--- src/hw/rtl/dxfgc_pkg.sv ---
package dxfgc_pkg;

	// field widths fixed by the stream format
	localparam int VALUE_LIMIT_W = 10;
	localparam int CODE_W        = 32;
	localparam int LIMIT_RESET   = 512;

	// characters the code line parser looks at
	localparam logic [7:0] CH_NUL   = 8'd0;
	localparam logic [7:0] CH_TAB   = 8'd9;
	localparam logic [7:0] CH_LF    = 8'd10;
	localparam logic [7:0] CH_VT    = 8'd11;
	localparam logic [7:0] CH_FF    = 8'd12;
	localparam logic [7:0] CH_CR    = 8'd13;
	localparam logic [7:0] CH_SP    = 8'd32;
	localparam logic [7:0] CH_PLUS  = 8'd43;
	localparam logic [7:0] CH_MINUS = 8'd45;
	localparam logic [7:0] CH_ZERO  = 8'd48;
	localparam logic [7:0] CH_NINE  = 8'd57;

	// group code that marks a comment pair
	localparam logic [CODE_W-1:0] COMMENT_CODE = 32'd999;

	typedef enum logic [1:0] {
		KIND_CHAR = 2'd0,
		KIND_EOV  = 2'd1,
		KIND_EOD  = 2'd2
	} kind_t;

	typedef enum logic [1:0] {
		PH_BLANK = 2'd0,
		PH_SIGN  = 2'd1,
		PH_DIGIT = 2'd2,
		PH_DONE  = 2'd3
	} phase_t;

	typedef enum logic [1:0] {
		BRK_NONE = 2'd0,
		BRK_CR   = 2'd1,
		BRK_LF   = 2'd2
	} brk_t;

	typedef struct packed {
		logic [7:0] data_byte;
		logic       end_of_data;
	} in_beat_t;

	typedef struct packed {
		logic signed [CODE_W-1:0] group_code;
		logic [7:0]               value_char;
		kind_t                    kind;
		logic                     truncated;
	} out_beat_t;

endpackage

--- src/hw/rtl/dxfgc_in_stage.sv ---
module dxfgc_in_stage
	import dxfgc_pkg::*;
(
	input  logic     clk,
	input  logic     arst_n,
	input  logic     in_valid,
	output logic     in_stall,
	input  in_beat_t in_data,
	input  logic     adv,
	output logic     valid_s1,
	output in_beat_t data_s1
);

	logic free;

	// stage is free when empty or when its beat moves on this cycle
	assign free     = !valid_s1 || adv;
	assign in_stall = !free;

	// valid bit of the input register
	always_ff @(posedge clk or negedge arst_n) begin
		if (!arst_n) begin
			valid_s1 <= 1'b0;
		end else if (free) begin
			valid_s1 <= in_valid;
		end
	end

	// payload of the input register
	always_ff @(posedge clk) begin
		if (free && in_valid) begin
			data_s1 <= in_data;
		end
	end

endmodule

--- src/hw/rtl/dxfgc_core.sv ---
module dxfgc_core
	import dxfgc_pkg::*;
#(
	parameter int MAX_VALUE_BUFFER = 512
) (
	input  logic                     clk,
	input  logic                     arst_n,
	input  logic                     value_limit_we,
	input  logic [VALUE_LIMIT_W-1:0] value_limit,
	input  logic                     valid_s1,
	input  in_beat_t                 data_s1,
	output logic                     adv,
	output logic                     out_valid,
	input  logic                     out_stall,
	output out_beat_t                out_data
);

	localparam int KW = (MAX_VALUE_BUFFER > 2) ? $clog2(MAX_VALUE_BUFFER) : 1;
	localparam int CW = $clog2(MAX_VALUE_BUFFER + 1);
	localparam int LW = (CW > VALUE_LIMIT_W) ? CW : VALUE_LIMIT_W;
	localparam int RESET_LIM = (LIMIT_RESET > MAX_VALUE_BUFFER) ? MAX_VALUE_BUFFER
		: LIMIT_RESET;

	// parse state
	logic              in_value_q, n_in_value;
	brk_t              pend_q, n_pend;
	logic [CODE_W-1:0] acc_q, n_acc;
	logic              neg_q, n_neg;
	phase_t            phase_q, n_phase;
	logic              comment_q, n_comment;
	logic [KW-1:0]     kept_q, n_kept;
	logic              dropped_q, n_dropped;
	logic [KW-1:0]     keep_max_q, keep_max_d;

	// step signals
	logic [7:0]        b;
	logic              is_end, swallow, is_break, is_digit, is_blank, is_sign;
	logic [3:0]        dval;
	logic [CODE_W-1:0] acc_x10, code_fin;
	logic              res_v;
	out_beat_t         res;
	logic              load_s2;
	logic              valid_s2;
	out_beat_t         data_s2;
	logic [LW-1:0]     lim_w;

	assign out_valid = valid_s2;
	assign out_data  = data_s2;

	// output register is free when empty or taken this cycle
	assign load_s2 = !(valid_s2 && out_stall);
	assign adv     = valid_s1 && load_s2;

	// clamp the configured buffer size to the kept-character ceiling
	always_comb begin
		lim_w = LW'(value_limit);
		if (lim_w > LW'(MAX_VALUE_BUFFER)) begin
			keep_max_d = KW'(MAX_VALUE_BUFFER - 1);
		end else if (lim_w == '0) begin
			keep_max_d = '0;
		end else begin
			keep_max_d = KW'(lim_w - LW'(1));
		end
	end

	// byte classes
	assign b        = data_s1.data_byte;
	assign is_end   = data_s1.end_of_data || (b == CH_NUL);
	assign swallow  = ((pend_q == BRK_CR) && (b == CH_LF)) || ((pend_q == BRK_LF) && (b == CH_CR));
	assign is_break = (b == CH_CR) || (b == CH_LF);
	assign is_digit = (b >= CH_ZERO) && (b <= CH_NINE);
	assign is_blank = (b == CH_SP) || (b == CH_TAB) || (b == CH_VT) || (b == CH_FF);
	assign is_sign  = (b == CH_PLUS) || (b == CH_MINUS);
	assign dval     = 4'(b - CH_ZERO);

	// atoi step: acc * 10 + digit, wrapping at 32 bits
	assign acc_x10 = {acc_q[CODE_W-4:0], 3'b000} + {acc_q[CODE_W-2:0], 1'b0}
		+ CODE_W'(dval);
	assign code_fin = neg_q ? (CODE_W'(0) - acc_q) : acc_q;

	// next state and result for the beat in the input register
	always_comb begin
		n_in_value = in_value_q;
		n_pend     = pend_q;
		n_acc      = acc_q;
		n_neg      = neg_q;
		n_phase    = phase_q;
		n_comment  = comment_q;
		n_kept     = kept_q;
		n_dropped  = dropped_q;
		res_v      = 1'b0;
		res        = '{group_code: '0, value_char: '0, kind: KIND_EOD, truncated: 1'b0};

		if (is_end) begin
			n_in_value = 1'b0;
			n_pend     = BRK_NONE;
			n_acc      = '0;
			n_neg      = 1'b0;
			n_phase    = PH_BLANK;
			n_comment  = 1'b0;
			n_kept     = '0;
			n_dropped  = 1'b0;
			res_v      = 1'b1;
		end else begin
			n_pend = BRK_NONE;
			if (!swallow) begin
				if (is_break) begin
					n_pend = (b == CH_CR) ? BRK_CR : BRK_LF;
					if (!in_value_q) begin
						// code line done: fix sign, enter value line
						n_acc      = code_fin;
						n_neg      = 1'b0;
						n_phase    = PH_BLANK;
						n_comment  = (code_fin == COMMENT_CODE);
						n_in_value = 1'b1;
						n_kept     = '0;
						n_dropped  = 1'b0;
					end else begin
						// value line done: end of value unless comment
						n_in_value = 1'b0;
						n_acc      = '0;
						n_neg      = 1'b0;
						n_phase    = PH_BLANK;
						n_comment  = 1'b0;
						n_kept     = '0;
						n_dropped  = 1'b0;
						if (!comment_q) begin
							res_v          = 1'b1;
							res.group_code = acc_q;
							res.kind       = KIND_EOV;
							res.truncated  = dropped_q;
						end
					end
				end else if (!in_value_q) begin
					unique case (phase_q)
						PH_BLANK: begin
							if (is_blank) begin
								n_phase = PH_BLANK;
							end else if (is_sign) begin
								n_neg   = (b == CH_MINUS);
								n_phase = PH_SIGN;
							end else if (is_digit) begin
								n_acc   = CODE_W'(dval);
								n_phase = PH_DIGIT;
							end else begin
								n_phase = PH_DONE;
							end
						end
						PH_SIGN, PH_DIGIT: begin
							if (is_digit) begin
								n_acc   = acc_x10;
								n_phase = PH_DIGIT;
							end else begin
								n_phase = PH_DONE;
							end
						end
						PH_DONE: begin
							n_phase = PH_DONE;
						end
					endcase
				end else if (!comment_q) begin
					if (kept_q < keep_max_q) begin
						n_kept         = kept_q + KW'(1);
						res_v          = 1'b1;
						res.group_code = acc_q;
						res.value_char = b;
						res.kind       = KIND_CHAR;
					end else begin
						n_dropped = 1'b1;
					end
				end
			end
		end
	end

	// configuration register
	always_ff @(posedge clk or negedge arst_n) begin
		if (!arst_n) begin
			keep_max_q <= KW'(RESET_LIM - 1);
		end else if (value_limit_we) begin
			keep_max_q <= keep_max_d;
		end
	end

	// parse state registers
	always_ff @(posedge clk or negedge arst_n) begin
		if (!arst_n) begin
			in_value_q <= 1'b0;
			pend_q     <= BRK_NONE;
			acc_q      <= '0;
			neg_q      <= 1'b0;
			phase_q    <= PH_BLANK;
			comment_q  <= 1'b0;
			kept_q     <= '0;
			dropped_q  <= 1'b0;
		end else if (adv) begin
			in_value_q <= n_in_value;
			pend_q     <= n_pend;
			acc_q      <= n_acc;
			neg_q      <= n_neg;
			phase_q    <= n_phase;
			comment_q  <= n_comment;
			kept_q     <= n_kept;
			dropped_q  <= n_dropped;
		end
	end

	// result register valid
	always_ff @(posedge clk or negedge arst_n) begin
		if (!arst_n) begin
			valid_s2 <= 1'b0;
		end else if (load_s2) begin
			valid_s2 <= valid_s1 && res_v;
		end
	end

	// result register payload
	always_ff @(posedge clk) begin
		if (adv && res_v) begin
			data_s2 <= res;
		end
	end

`ifndef ASSERT_OFF
	// comment flag only lives inside a value line
	a_comment_in_value: assert property (@(posedge clk) disable iff (!arst_n)
		comment_q |-> in_value_q)
		else $error("comment flag set outside value line");

	// code parsing state is idle during a value line
	a_phase_idle_in_value: assert property (@(posedge clk) disable iff (!arst_n)
		in_value_q |-> (phase_q == PH_BLANK) && !neg_q)
		else $error("code parser active inside value line");

	// kept characters only counted inside a value line
	a_kept_in_value: assert property (@(posedge clk) disable iff (!arst_n)
		(kept_q != '0) |-> in_value_q)
		else $error("kept count nonzero on code line");

	// end of data clears the pair state and produces a result beat
	a_end_clears: assert property (@(posedge clk) disable iff (!arst_n)
		(adv && is_end) |=> !in_value_q && (acc_q == '0) && valid_s2
			&& (data_s2.kind == KIND_EOD))
		else $error("end of data did not reset parser");
`endif

endmodule

--- src/hw/rtl/dxf_group_code_pair_tokenizer.sv ---
// DXF group code / value pair tokenizer.
// Input channel in_valid/in_stall/in_data carries one byte of the text stream per beat,
// or an end-of-data mark. Output channel out_valid/out_stall/out_data carries one result
// per beat: a kept value character with its group code, an end of value (with the
// truncation flag), or an end of data. Comment pairs (code 999) give no results.
// value_limit_we/value_limit set the value buffer size; at most size minus one characters
// of a value are kept. Write it only while no bytes are in flight.
// A byte accepted sits in the input register, is parsed from there, and its result is
// loaded into the result register that drives out_valid and out_data.
// Throughput: one byte per cycle while out_stall does not hold the parser; the parse state
// (including the times-ten-plus-digit code accumulator) is updated from the input register.
// When out_stall is high with a result waiting, the result register holds, the parser
// stops and in_stall rises once the input register is full; bytes that give no result
// still pass while the output side is free.
// Reset (arst_n low) empties both registers, clears the parse state to the start of a
// code line and sets the buffer size to 512 (clamped to MAX_VALUE_BUFFER).
module dxf_group_code_pair_tokenizer
	import dxfgc_pkg::*;
#(
	parameter int MAX_VALUE_BUFFER = 512
) (
	input  logic                     clk,
	input  logic                     arst_n,
	input  logic                     value_limit_we,
	input  logic [VALUE_LIMIT_W-1:0] value_limit,
	input  logic                     in_valid,
	output logic                     in_stall,
	input  in_beat_t                 in_data,
	output logic                     out_valid,
	input  logic                     out_stall,
	output out_beat_t                out_data
);

	logic     valid_s1;
	in_beat_t data_s1;
	logic     adv;

	// input register
	dxfgc_in_stage u_in_stage (
		.clk      (clk),
		.arst_n   (arst_n),
		.in_valid (in_valid),
		.in_stall (in_stall),
		.in_data  (in_data),
		.adv      (adv),
		.valid_s1 (valid_s1),
		.data_s1  (data_s1)
	);

	// parser and result register
	dxfgc_core #(
		.MAX_VALUE_BUFFER (MAX_VALUE_BUFFER)
	) u_core (
		.clk            (clk),
		.arst_n         (arst_n),
		.value_limit_we (value_limit_we),
		.value_limit    (value_limit),
		.valid_s1       (valid_s1),
		.data_s1        (data_s1),
		.adv            (adv),
		.out_valid      (out_valid),
		.out_stall      (out_stall),
		.out_data       (out_data)
	);

endmodule

--- config.mk ---
export PLATFORM = sky130hd
export DESIGN_NAME = dxf_group_code_pair_tokenizer
export DESIGN_NICKNAME = d
export VERILOG_FILES = /design/src/hw/rtl/dxfgc_pkg.sv /design/src/hw/rtl/dxfgc_in_stage.sv /design/src/hw/rtl/dxfgc_core.sv /design/src/hw/rtl/dxf_group_code_pair_tokenizer.sv
export SDC_FILE = /design/constraint.sdc
export NUM_CORES = 1
export LEC_CHECK = 0
export BUFFER_PORTS_ARGS = -buffer_cell sky130_fd_sc_hd__buf_2
export CORE_MARGIN = 10
export CORE_UTILIZATION = 61
export DETAILED_ROUTE_END_ITERATION = 12
export PLACE_DENSITY = 0.83
export SLEW_MARGIN = 20
export SYNTH_ARGS = -nofsm -noshare
export SYNTH_HDL_FRONTEND = slang
export SYNTH_SLANG_ARGS = --single-unit
--- constraint.sdc ---
create_clock -name clk -period 5.75 [get_ports clk]
set_input_delay 0.575 -clock clk [delete_from_list [all_inputs] [get_ports clk]]
set_output_delay 0.575 -clock clk [all_outputs]
set_load 0.02 [all_outputs]
==> results of run 1 <==
state kept, by name (all words and copies together), names as in the netlist:
register,flops
u_core.out_valid,1
u_core.neg_q,1
u_core.out_data,43
u_core.pend_q,2
u_in_stage.valid_s1,1
u_core.kept_q,9
u_core.comment_q,1
u_core.phase_q,2
u_core.dropped_q,1
u_core.acc_q,32
u_core.in_value_q,1
u_core.keep_max_q,9
u_in_stage.data_s1,9
worst paths after layout:
check                                        end  slack (ns)  depth (start not counted)
setup / recovery                u_core.comment_q        1.89                          8
max in group asynchronous       u_core.kept_q[4]        4.81                          2
setup reg to reg                u_core.comment_q        1.89                          8
hold / removal             u_in_stage.data_s1[3]        0.38                          1
min in group asynchronous        u_core.acc_q[0]        0.40                          2
hold reg to reg             u_core.keep_max_q[2]        0.51                          2
area by class of cell:
cell class	count	area share, %
Clock buffer	9	2.52
Clock inverter	7	0.687
Inverter	37	1.56
Timing Repair Buffer	76	4.48
Tap cell	176	2.47
Sequential cell	112	34.4
Multi-Input combinational cell	700	53.9
power by group through the flow:
stage                     sequential, W  combinational, W  clock (W)
after floorplan                 0.00113           0.00133          0
after global placement          0.00127           0.00157          0
after detailed placement        0.00127           0.00160          0
after CTS                       0.00125           0.00162   0.000622
after global routing            0.00129           0.00182   0.000660
final                           0.00127           0.00164   0.000619
metal layers:
layer	routed length [µm]	part of all wire, %	up-vias
li1	-	-	3415
met1	9020	44	3377
met2	9630	47	280
met3	1390	6.8	37
met4	473	2.3	0
met5	0	0	-
kinds of logic (layout without fill, tap and decap cells):
logic type | Yosys count | in the layout
DFF | 112 | 112
and+or+nand+nor | 305 | 305
muxes | 6 | 6
xor gates and xnor gates | 48 | 48
AOI/OAI and AO/OA | 263 | 263
buffers and inverters | 90 | 129
adders and majority gates | 78 | 78
critical path, cell delays in order (launching register included):
cell                        delay [ns]
sky130_fd_sc_hd__edfxtp_1         0.45
sky130_fd_sc_hd__nor4_2           0.69
sky130_fd_sc_hd__nand3_1          0.24
sky130_fd_sc_hd__or4_1            0.85
sky130_fd_sc_hd__nor4_1           0.41
sky130_fd_sc_hd__o2111ai_1        0.15
sky130_fd_sc_hd__or4_4            0.57
sky130_fd_sc_hd__a2111oi_4        0.21
sky130_fd_sc_hd__a32o_1           0.20
Yosys cell counts, types with 15 or more instances:
| cell type | number | area, µm² |
|---|---|---|
| sky130_fd_sc_hd__nor2_1 | 55 | 206 |
| sky130_fd_sc_hd__and2_1 | 39 | 244 |
| sky130_fd_sc_hd__clkbuf_1 | 46 | 173 |
| sky130_fd_sc_hd__xnor2_1 | 25 | 219 |
| sky130_fd_sc_hd__dfrtp_1 | 51 | 1280 |
| sky130_fd_sc_hd__a21oi_1 | 76 | 380 |
| sky130_fd_sc_hd__and3_1 | 15 | 93.8 |
| sky130_fd_sc_hd__edfxtp_1 | 52 | 1560 |
| sky130_fd_sc_hd__xor2_1 | 23 | 201 |
| sky130_fd_sc_hd__o21ai_0 | 63 | 315 |
| sky130_fd_sc_hd__nand2_1 | 68 | 255 |
| sky130_fd_sc_hd__a21o_1 | 19 | 143 |
| sky130_fd_sc_hd__ha_1 | 72 | 901 |
| sky130_fd_sc_hd__nor3_1 | 22 | 110 |
| sky130_fd_sc_hd__nand3_1 | 20 | 100 |
| sky130_fd_sc_hd__inv_1 | 37 | 139 |
metrics by stage:
| step | power [W] | hold slack, ns | worst slack [ns] |
|---|---|---|---|
| after floorplan | 0.00246 | 0.279 | 1.61 |
| final | 0.00352 | 0.378 | 1.89 |
| after global routing | 0.00378 | 0.373 | 1.60 |
| after CTS | 0.00349 | 0.377 | 1.90 |
| after global placement | 0.00284 | 0.486 | 2.09 |
| after detailed placement | 0.00287 | 0.499 | 1.91 |
==> results.json, run 1 <==
{
  "crit_arrival_ns": 4.16,
  "ctsHtreeMaxLevel": 3,
  "tritoncts": "done",
  "timing.final.max_slew_violations": 0,
  "worstPathRequired_ns": 6.05,
  "drt-pass1-iter-count": 7,
  "worst_pin_slew_ns": 0.997,
  "cp-startpoint": "u_in_stage.data_s1[5]",
  "number_of_flops_mapped_to_enable_cells_by_yosys": 52,
  "root_buffer": "sky130_fd_sc_hd__clkbuf_16",
  "synthXorXnorAreaFrac_pct": 5.12,
  "tritoncts_buffers": 9,
  "max_freq_ghz": 0.259,
  "regArea_um2": 3070,
  "globalRouteMet3Util_pct": 3.14,
  "gr-usage-met1_pct": 30.1,
  "intPower_w": 0.00194,
  "timing.critical_path.fanout_max": 23,
  "total_switching_power_w": 0.00158,
  "routed-via-count": 7109,
  "detail_route.wl_per_cell_um": 18.4,
  "first_global_vias": 6806,
  "worstSetupPathType": "register to register",
  "grt_start_max_net_pins": 61,
  "rd_place_congestion": 0.932,
  "synth-compound-area-share_pct": 20.7,
  "num_rows": 42,
  "drt_iter0_markers": 709,
  "async_reset_ff_share_pct": 53.6,
  "hold_viol": 0,
  "gr-max-usage-layer": "met2",
  "yosysWarnings": 0,
  "period_needed_ns": 3.86,
  "antenna-diode-count": 0,
  "postCtsSetupBuffers": 0,
  "numClockSinks": 112,
  "detailedPlacementHpwl_um": 14900,
  "dieWidth_um": 136,
  "p_sw_share_pct": 44.9,
  "synth-adder-area-share_pct": 11.9,
  "initial_core_util_pct": 62.2,
  "count_of_boundary_i_o_pins": 69,
  "grt_use_total_pct": 22.5,
  "slew_headroom_pct": 33.5,
  "finalSetupViolCount": 0,
  "synth-simple-area-share_pct": 19.8,
  "grt_pass1_wl_um": 34000,
  "drc": 0,
  "num-fill-cells": 1074,
  "area_of_the_die_um2": 18500,
  "power.density_cell_area_nw_per_um2": 394,
  "viasPerCell": 6.36,
  "finish.utilization_pct": 67.7,
  "min_from": "in_data[3]",
  "power_frac_comb_pct": 46.4,
  "drive_above_1_share_pct": 13.0,
  "timing.hold.worst.class": "primary input to register",
  "max-clock-path-buffers": 2,
  "critPathLaunchType": "register",
  "multi_input_comb_area_um2": 4810,
  "total_of_hold_buffers_inserted_after_clock_tree_synthesis": 0,
  "postLayoutCellArea_um2": 8930,
  "number_of_standard_cells_in_the_final_layout_excluding_fillers": 1117,
  "clock_latency_ns": 0.37,
  "postSynthRegisterBits": 112,
  "regToRegStartpoint": "u_in_stage.data_s1[5]",
  "drtAntennaViolNets": 0,
  "yosys.cell_types.count": 73,
  "detailed_place.area_um2": 8640,
  "area_delta_synth_final_pct": 8.76,
  "synth.area.mux_share_pct": 0.792,
  "detail_route.wirelength_um": 20500,
  "synthFlopType": "sky130_fd_sc_hd__edfxtp_1",
  "finish.net_count": 1034,
  "use_met2_pct": 36.2,
  "cap_viol_max_count": 0,
  "count_of_cells_resized_by_post_cts_repair": 0,
  "dominant_combinational_cell_family_by_area_after_synthesis": "compound AO/OA/AOI/OAI gates",
  "die_y_um": 136,
  "synthCells": 902,
  "fin_setup_tns_ns": 0,
  "timing.clock.skew_ns": 0.0133,
  "sequentialPowerShare_pct": 36.0,
  "timing.final.crit_share_pct": 67.1,
  "dp_cells": 1101,
  "antenna_found_initial": 0,
  "ir_worst_vdd_mv": 0.288,
  "endpoint_kind": "register",
  "synth.net_count": 1000,
  "globalRouteOverflowTotal": 0,
  "commonest_non_fill_non_tap_cell_in_the_layout": "sky130_fd_sc_hd__a21oi_1",
  "clk_pin_slew_worst_paths_ns": 0.08,
  "outcome": "finished clean",
  "power_leakage_nw": 3.93,
  "postSynthAreaPerCell_um2": 9.10,
  "core_area_um2": 13200,
  "synth_seq_area_share_pct": 37.4,
  "port_buffers": 68,
  "p_clk_share_pct": 17.6,
  "mapped_area_um2": 8210,
  "rsz0062_at_grt": "false",
  "mostFrequentLayoutCells": "sky130_fd_sc_hd__a21oi_1, sky130_fd_sc_hd__ha_1, sky130_fd_sc_hd__nand2_1, sky130_fd_sc_hd__buf_2, sky130_fd_sc_hd__o21ai_0"
}
No activity file was read; power rests on OpenSTA's default activity.
==> inputs of run 2 (changes only) <==
--- a/config.mk
+++ b/config.mk
@@ -7,9 +7,9 @@
 export LEC_CHECK = 0
 export BUFFER_PORTS_ARGS = -buffer_cell sky130_fd_sc_hd__buf_2
 export CORE_MARGIN = 10
-export CORE_UTILIZATION = 61
+export CORE_UTILIZATION = 55
 export DETAILED_ROUTE_END_ITERATION = 12
-export PLACE_DENSITY = 0.83
+export PLACE_DENSITY = 0.79
 export SLEW_MARGIN = 20
 export SYNTH_ARGS = -nofsm -noshare
 export SYNTH_HDL_FRONTEND = slang
==> constraint.sdc (replaced) <==
create_clock -name clk -period 3.2 [get_ports clk]
set_input_delay 0.32 -clock clk [delete_from_list [all_inputs] [get_ports clk]]
set_output_delay 0.32 -clock clk [all_outputs]
set_load 0.02 [all_outputs]
==> run 2 against run 1 <==
  * The flow now finishes with violations (setup timing)
  * Maximum frequency grew 19%
  * Core utilization shrank 1.1 points
  * Sequential cell count unchanged
  * Count of clock-buffer cells in the layout is 1 higher
  * Setup slack lost 1.9 ns
  * Non-clock buffer count is 78 higher
==> results.json, run 2 (synthesis gave the netlist of run 1 again) <==
{
  "fin_hold_ws_ns": 0.0156,
  "timing.final.crit_share_pct": 102,
  "initial_core_util_pct": 56.3,
  "routed-via-count": 7575,
  "numClockSinks": 112,
  "fin_setup_tns_ns": -0.0558,
  "power_leakage_nw": 4.33,
  "finish.utilization_pct": 66.6,
  "endpoint_kind": "register",
  "worstSetupPathType": "register to register",
  "dp_cells": 1180,
  "port_buffers": 68,
  "area_of_the_die_um2": 20200,
  "period_needed_ns": 3.26,
  "post-layout-total-power_w": 0.00710,
  "area_delta_synth_final_pct": 18.3,
  "commonest_non_fill_non_tap_cell_in_the_layout": "sky130_fd_sc_hd__buf_4",
  "multi_input_comb_area_um2": 4950,
  "grt_pass1_wl_um": 36700,
  "setup_slack_ns": -0.0558,
  "detailedPlacementHpwl_um": 16900,
  "num_rows": 44,
  "tritoncts": "done",
  "drtAntennaViolNets": 0,
  "drt-pass1-iter-count": 6,
  "timing.critical_path.fanout_max": 5,
  "regArea_um2": 3080,
  "grt_start_max_net_pins": 34,
  "finalSetupViolCount": 1,
  "hold_viol": 0,
  "rd_place_congestion": 0.956,
  "die_y_um": 142,
  "worstPathRequired_ns": 3.50,
  "cap_viol_max_count": 0,
  "dieWidth_um": 142,
  "max-clock-path-buffers": 2,
  "drive_above_1_share_pct": 21.8,
  "finish.net_count": 1112,
  "outcome": "complete, but fails checks",
  "detail_route.wirelength_um": 23200,
  "critPathLaunchType": "register",
  "slew_headroom_pct": 46.6,
  "number_of_flip_flops_under_the_largest_register_name": 43,
  "core_area_um2": 14600,
  "timing.clock.skew_ns": 0.00807,
  "ir_worst_vdd_mv": 0.490,
  "globalRouteOverflowTotal": 0,
  "max_freq_ghz": 0.307,
  "number_of_standard_cells_in_the_final_layout_excluding_fillers": 1203,
  "drt_iter0_markers": 831,
  "grt_use_total_pct": 22.2,
  "first_global_vias": 7150,
  "rsz0062_at_grt": "true",
  "viasPerCell": 6.30,
  "failing_checks": "setup timing",
  "root_buffer": "sky130_fd_sc_hd__clkbuf_16",
  "count_of_boundary_i_o_pins": 69,
  "num-fill-cells": 1180,
  "timing.final.max_slew_violations": 0,
  "detail_route.wl_per_cell_um": 19.3,
  "reg2reg_slack_ns": -0.06,
  "clock_latency_ns": 0.36,
  "worst_pin_slew_ns": 0.793,
  "mostFrequentLayoutCells": "sky130_fd_sc_hd__buf_4, sky130_fd_sc_hd__a21oi_1, sky130_fd_sc_hd__ha_1, sky130_fd_sc_hd__buf_2, sky130_fd_sc_hd__nand2_1",
  "power.density_cell_area_nw_per_um2": 731,
  "timing.hold.worst.class": "primary input to asynchronous set/reset pin",
  "ctsHtreeMaxLevel": 3,
  "antenna-diode-count": 0,
  "tritoncts_buffers": 9,
  "clk_pin_slew_worst_paths_ns": 0.08,
  "antenna_found_initial": 0,
  "crit_arrival_ns": 3.56,
  "drc": 0
}
[run 2: final cells by class]
cell class | count | area share, %
Inverter | 37 | 1.43
Tap cell | 184 | 2.37
Clock inverter | 6 | 0.644
Sequential cell | 112 | 31.7
Multi-Input combinational cell | 700 | 51.0
Timing Repair Buffer | 154 | 10.5
Clock buffer | 10 | 2.36
[run 2: metal layers]
layer,vias up,wire length [µm],GRT usage (%)
li1,3567,-,-
met1,3635,9950,29.6
met2,336,11000,36.2
met3,37,1740,2.74
met4,0,494,7.91
met5,-,0,0
[run 2: what timing repair did]
action | 4_1_cts | 5_1_grt
pin swaps | 3 | 13
hold buffers | 0 | 0
gates resized for setup | 5 | 25
buffers inserted | 1 | 6
hold endpoints to repair | 0 | 0
setup endpoints to repair | 10 | 13
[run 2: worst max-delay path: stages (launching register included)]
cell	delay (ns)
sky130_fd_sc_hd__dfrtp_1	0.41
sky130_fd_sc_hd__inv_2	0.11
sky130_fd_sc_hd__ha_4	0.16
sky130_fd_sc_hd__or4b_4	0.47
sky130_fd_sc_hd__or3_4	0.34
sky130_fd_sc_hd__or3_4	0.34
sky130_fd_sc_hd__nor2b_4	0.14
sky130_fd_sc_hd__o31ai_2	0.22
sky130_fd_sc_hd__a21oi_1	0.09
sky130_fd_sc_hd__or4_4	0.51
sky130_fd_sc_hd__a2111oi_4	0.21
sky130_fd_sc_hd__a32o_1	0.20
[run 2: power breakdown]
group          switching [W]  internal [W]  total (W)
Clock               0.000565      0.000550    0.00111
Sequential          0.000307       0.00174    0.00205
Combinational        0.00226       0.00168    0.00394
Total                0.00313       0.00397    0.00710
[run 2: path summary, 6_finish.rpt]
kind / cells after the start / endpoint / start
max in group asynchronous: 2 / u_core.acc_q[3] / arst_n
min in group clk: 1 / u_in_stage.data_s1[4] / in_data[4]
worst min register to register: 2 / u_core.dropped_q / u_core.dropped_q
worst min-delay path: 1 / u_core.acc_q[5] / arst_n
worst max-delay path: 11 / u_core.comment_q / u_core.acc_q[0]
worst max register to register: 11 / u_core.comment_q / u_core.acc_q[0]
[run 2: metrics by stage]
stage               setup slack [ns]  area [µm²]
floorplan                    -0.0438        8240
global placement             -0.0567        9240
detailed placement            -0.112        9240
CTS                          -0.0164        9560
global route                  -0.170        9710
finish                       -0.0558        9710
==> inputs of run 3 (changes only) <==
--- a/config.mk
+++ b/config.mk
@@ -10,6 +10,7 @@
 export CORE_UTILIZATION = 55
 export DETAILED_ROUTE_END_ITERATION = 12
 export PLACE_DENSITY = 0.79
+export REMOVE_ABC_BUFFERS = 1
 export SLEW_MARGIN = 20
 export SYNTH_ARGS = -nofsm -noshare
 export SYNTH_HDL_FRONTEND = slang
==> run 3 against run 2 <==
  * The run still ends with setup timing left
  * Count of clock-buffer cells in the layout is 1 lower
  * Clock power is 4% higher
  * Combinational power is 2% lower
  * Clock skew up 0.0023 ns
  * Non-clock buffer count up 8
  * Final cell count up 0.67%
  * Sequential share of layout area is essentially flat
  * Sequential cell count unchanged
  * Sequential power about the same
  * Design area is 0.15% lower
  * Setup slack better by 0.0093 ns
  * Register-to-register slack hardly changed
  * Critical path type unchanged
  * Highest routed layer unchanged
==> results.json, run 3 (synthesis gave the netlist of run 1 again) <==
{
  "outcome": "complete, but fails checks",
  "failing_checks": "setup timing",
  "detail_route.wirelength_um": 22300,
  "timing.hold.worst.class": "primary input to register",
  "drt_iter0_markers": 811,
  "reg2reg_slack_ns": -0.05,
  "power_leakage_nw": 4.38,
  "die_y_um": 142,
  "ir_worst_vdd_mv": 0.506,
  "drt-pass1-iter-count": 5,
  "routed-via-count": 7518,
  "power.density_cell_area_nw_per_um2": 729,
  "area_of_the_die_um2": 20200,
  "detailed_place.area_um2": 9260,
  "drc": 0,
  "num_rows": 44,
  "worstSetupPathType": "register to register",
  "tritoncts_buffers": 9,
  "slew_headroom_pct": 44.5,
  "root_buffer": "sky130_fd_sc_hd__clkbuf_16",
  "clk_pin_slew_worst_paths_ns": 0.08,
  "number_of_flip_flops_under_the_largest_register_name": 43,
  "mostFrequentLayoutCells": "sky130_fd_sc_hd__buf_4, sky130_fd_sc_hd__a21oi_1, sky130_fd_sc_hd__ha_1",
  "timing.final.crit_share_pct": 101,
  "total_of_hold_buffers_inserted_after_clock_tree_synthesis": 0,
  "detailedPlacementHpwl_um": 16400,
  "detail_route.wl_per_cell_um": 18.4,
  "port_buffers": 68,
  "finish.utilization_pct": 66.5,
  "endpoint_kind": "register",
  "antenna-diode-count": 0,
  "dieWidth_um": 142,
  "rd_place_congestion": 0.980,
  "top_signal_layer_used": "met4",
  "timing.clock.skew_ns": 0.0104,
  "commonest_non_fill_non_tap_cell_in_the_layout": "sky130_fd_sc_hd__buf_4",
  "critPathLaunchType": "register",
  "hold_viol": 0,
  "numClockSinks": 112,
  "worst_pin_slew_ns": 0.833,
  "met3RoutedLength_um": 1380,
  "grt_pass1_wl_um": 36300,
  "dr_wl_met2_um": 10700,
  "drtAntennaViolNets": 0,
  "max_freq_ghz": 0.308,
  "rsz0062_at_grt": "true",
  "grt_use_total_pct": 21.8,
  "drive_above_1_share_pct": 21.9,
  "met1_length_um": 9550,
  "setup_slack_ns": -0.0465,
  "timing.critical_path.fanout_max": 3,
  "count_of_boundary_i_o_pins": 69,
  "viasPerCell": 6.21,
  "max-clock-path-buffers": 2,
  "antenna_found_initial": 0,
  "worstPathRequired_ns": 3.50,
  "core_area_um2": 14600,
  "area_delta_synth_final_pct": 18.1,
  "finalSetupViolCount": 1,
  "cap_viol_max_count": 0,
  "first_global_vias": 7306,
  "grt_start_max_net_pins": 61,
  "clock_latency_ns": 0.37,
  "tritoncts": "done",
  "finish.net_count": 1120,
  "postLayoutCellArea_um2": 9700,
  "period_needed_ns": 3.25,
  "initial_core_util_pct": 56.3,
  "crit_arrival_ns": 3.55,
  "ctsHtreeMaxLevel": 3,
  "globalRouteOverflowTotal": 0,
  "timing.final.max_slew_violations": 0
}
[run 3: what timing repair did]
action | in CTS | in global routing
setup endpoints to repair | 7 | 14
pin swaps | 2 | 10
gates cloned | 0 | 0
resized for setup | 7 | 20
setup buffers | 2 | 2
[run 3: path summary, 6_finish.rpt]
kind	cells past startpoint	start	endpoint
worst max-delay path	11	u_core.acc_q[0]	u_core.comment_q
worst min-delay path	1	in_data[5]	u_in_stage.data_s1[5]
worst max register to register	11	u_core.acc_q[0]	u_core.comment_q
worst min register to register	2	u_core.keep_max_q[4]	u_core.keep_max_q[4]
max in group asynchronous	2	arst_n	u_core.acc_q[14]
min in group asynchronous	2	arst_n	u_core.kept_q[3]
[run 3: per-layer routing]
| layer | vias to the layer above | GRT usage, % |
|---|---|---|
| li1 | 3587 | - |
| met1 | 3569 | 27.3 |
| met2 | 306 | 36.6 |
| met3 | 56 | 3.27 |
| met4 | 0 | 8.88 |
| met5 | - | 0 |
[run 3: layout make-up]
cell class	count	area (µm²)
clock buffers	9	225
clock inverters	7	67.6
fillers	1187	4890
inverters	37	139
multi-input cells	700	4920
flip-flops and latches	112	3070
well taps	184	230
repair buffers	162	1050
[run 3: metrics by stage]
stage               power, W  cells  hold WS [ns]  worst slack (ns)  TNS (ns)
floorplan            0.00435    849        0.0244            -0.937    -47.68
global placement     0.00563   1191         0.484           -0.0148   -0.0148
detailed placement   0.00570   1191         0.496            -0.115    -0.194
CTS                  0.00691   1209         0.123          -0.00896  -0.00966
global route         0.00754   1211         0.130            -0.157    -0.255
finish               0.00707   1211         0.124           -0.0465   -0.0465
[run 3: report_power, final]
group / total (W) / switching, W / leakage, nW / internal, W
combinational: 0.00386 / 0.00218 / 2.97 / 0.00168
sequential: 0.00206 / 0.000324 / 1.27 / 0.00174
clock: 0.00115 / 0.000591 / 0.144 / 0.000554
total: 0.00707 / 0.00310 / 4.38 / 0.00397
[run 3: worst max-delay path, stage by stage (launching register included)]
cell and delay (ns):
sky130_fd_sc_hd__dfrtp_1 0.39, sky130_fd_sc_hd__inv_2 0.11, sky130_fd_sc_hd__ha_4 0.15, sky130_fd_sc_hd__or4b_4 0.47
sky130_fd_sc_hd__or3_4 0.34, sky130_fd_sc_hd__or3_4 0.33, sky130_fd_sc_hd__nor2b_4 0.14, sky130_fd_sc_hd__o31ai_2 0.24
sky130_fd_sc_hd__a21oi_1 0.10, sky130_fd_sc_hd__or4_4 0.49, sky130_fd_sc_hd__a2111oi_4 0.20, sky130_fd_sc_hd__a32o_1 0.20
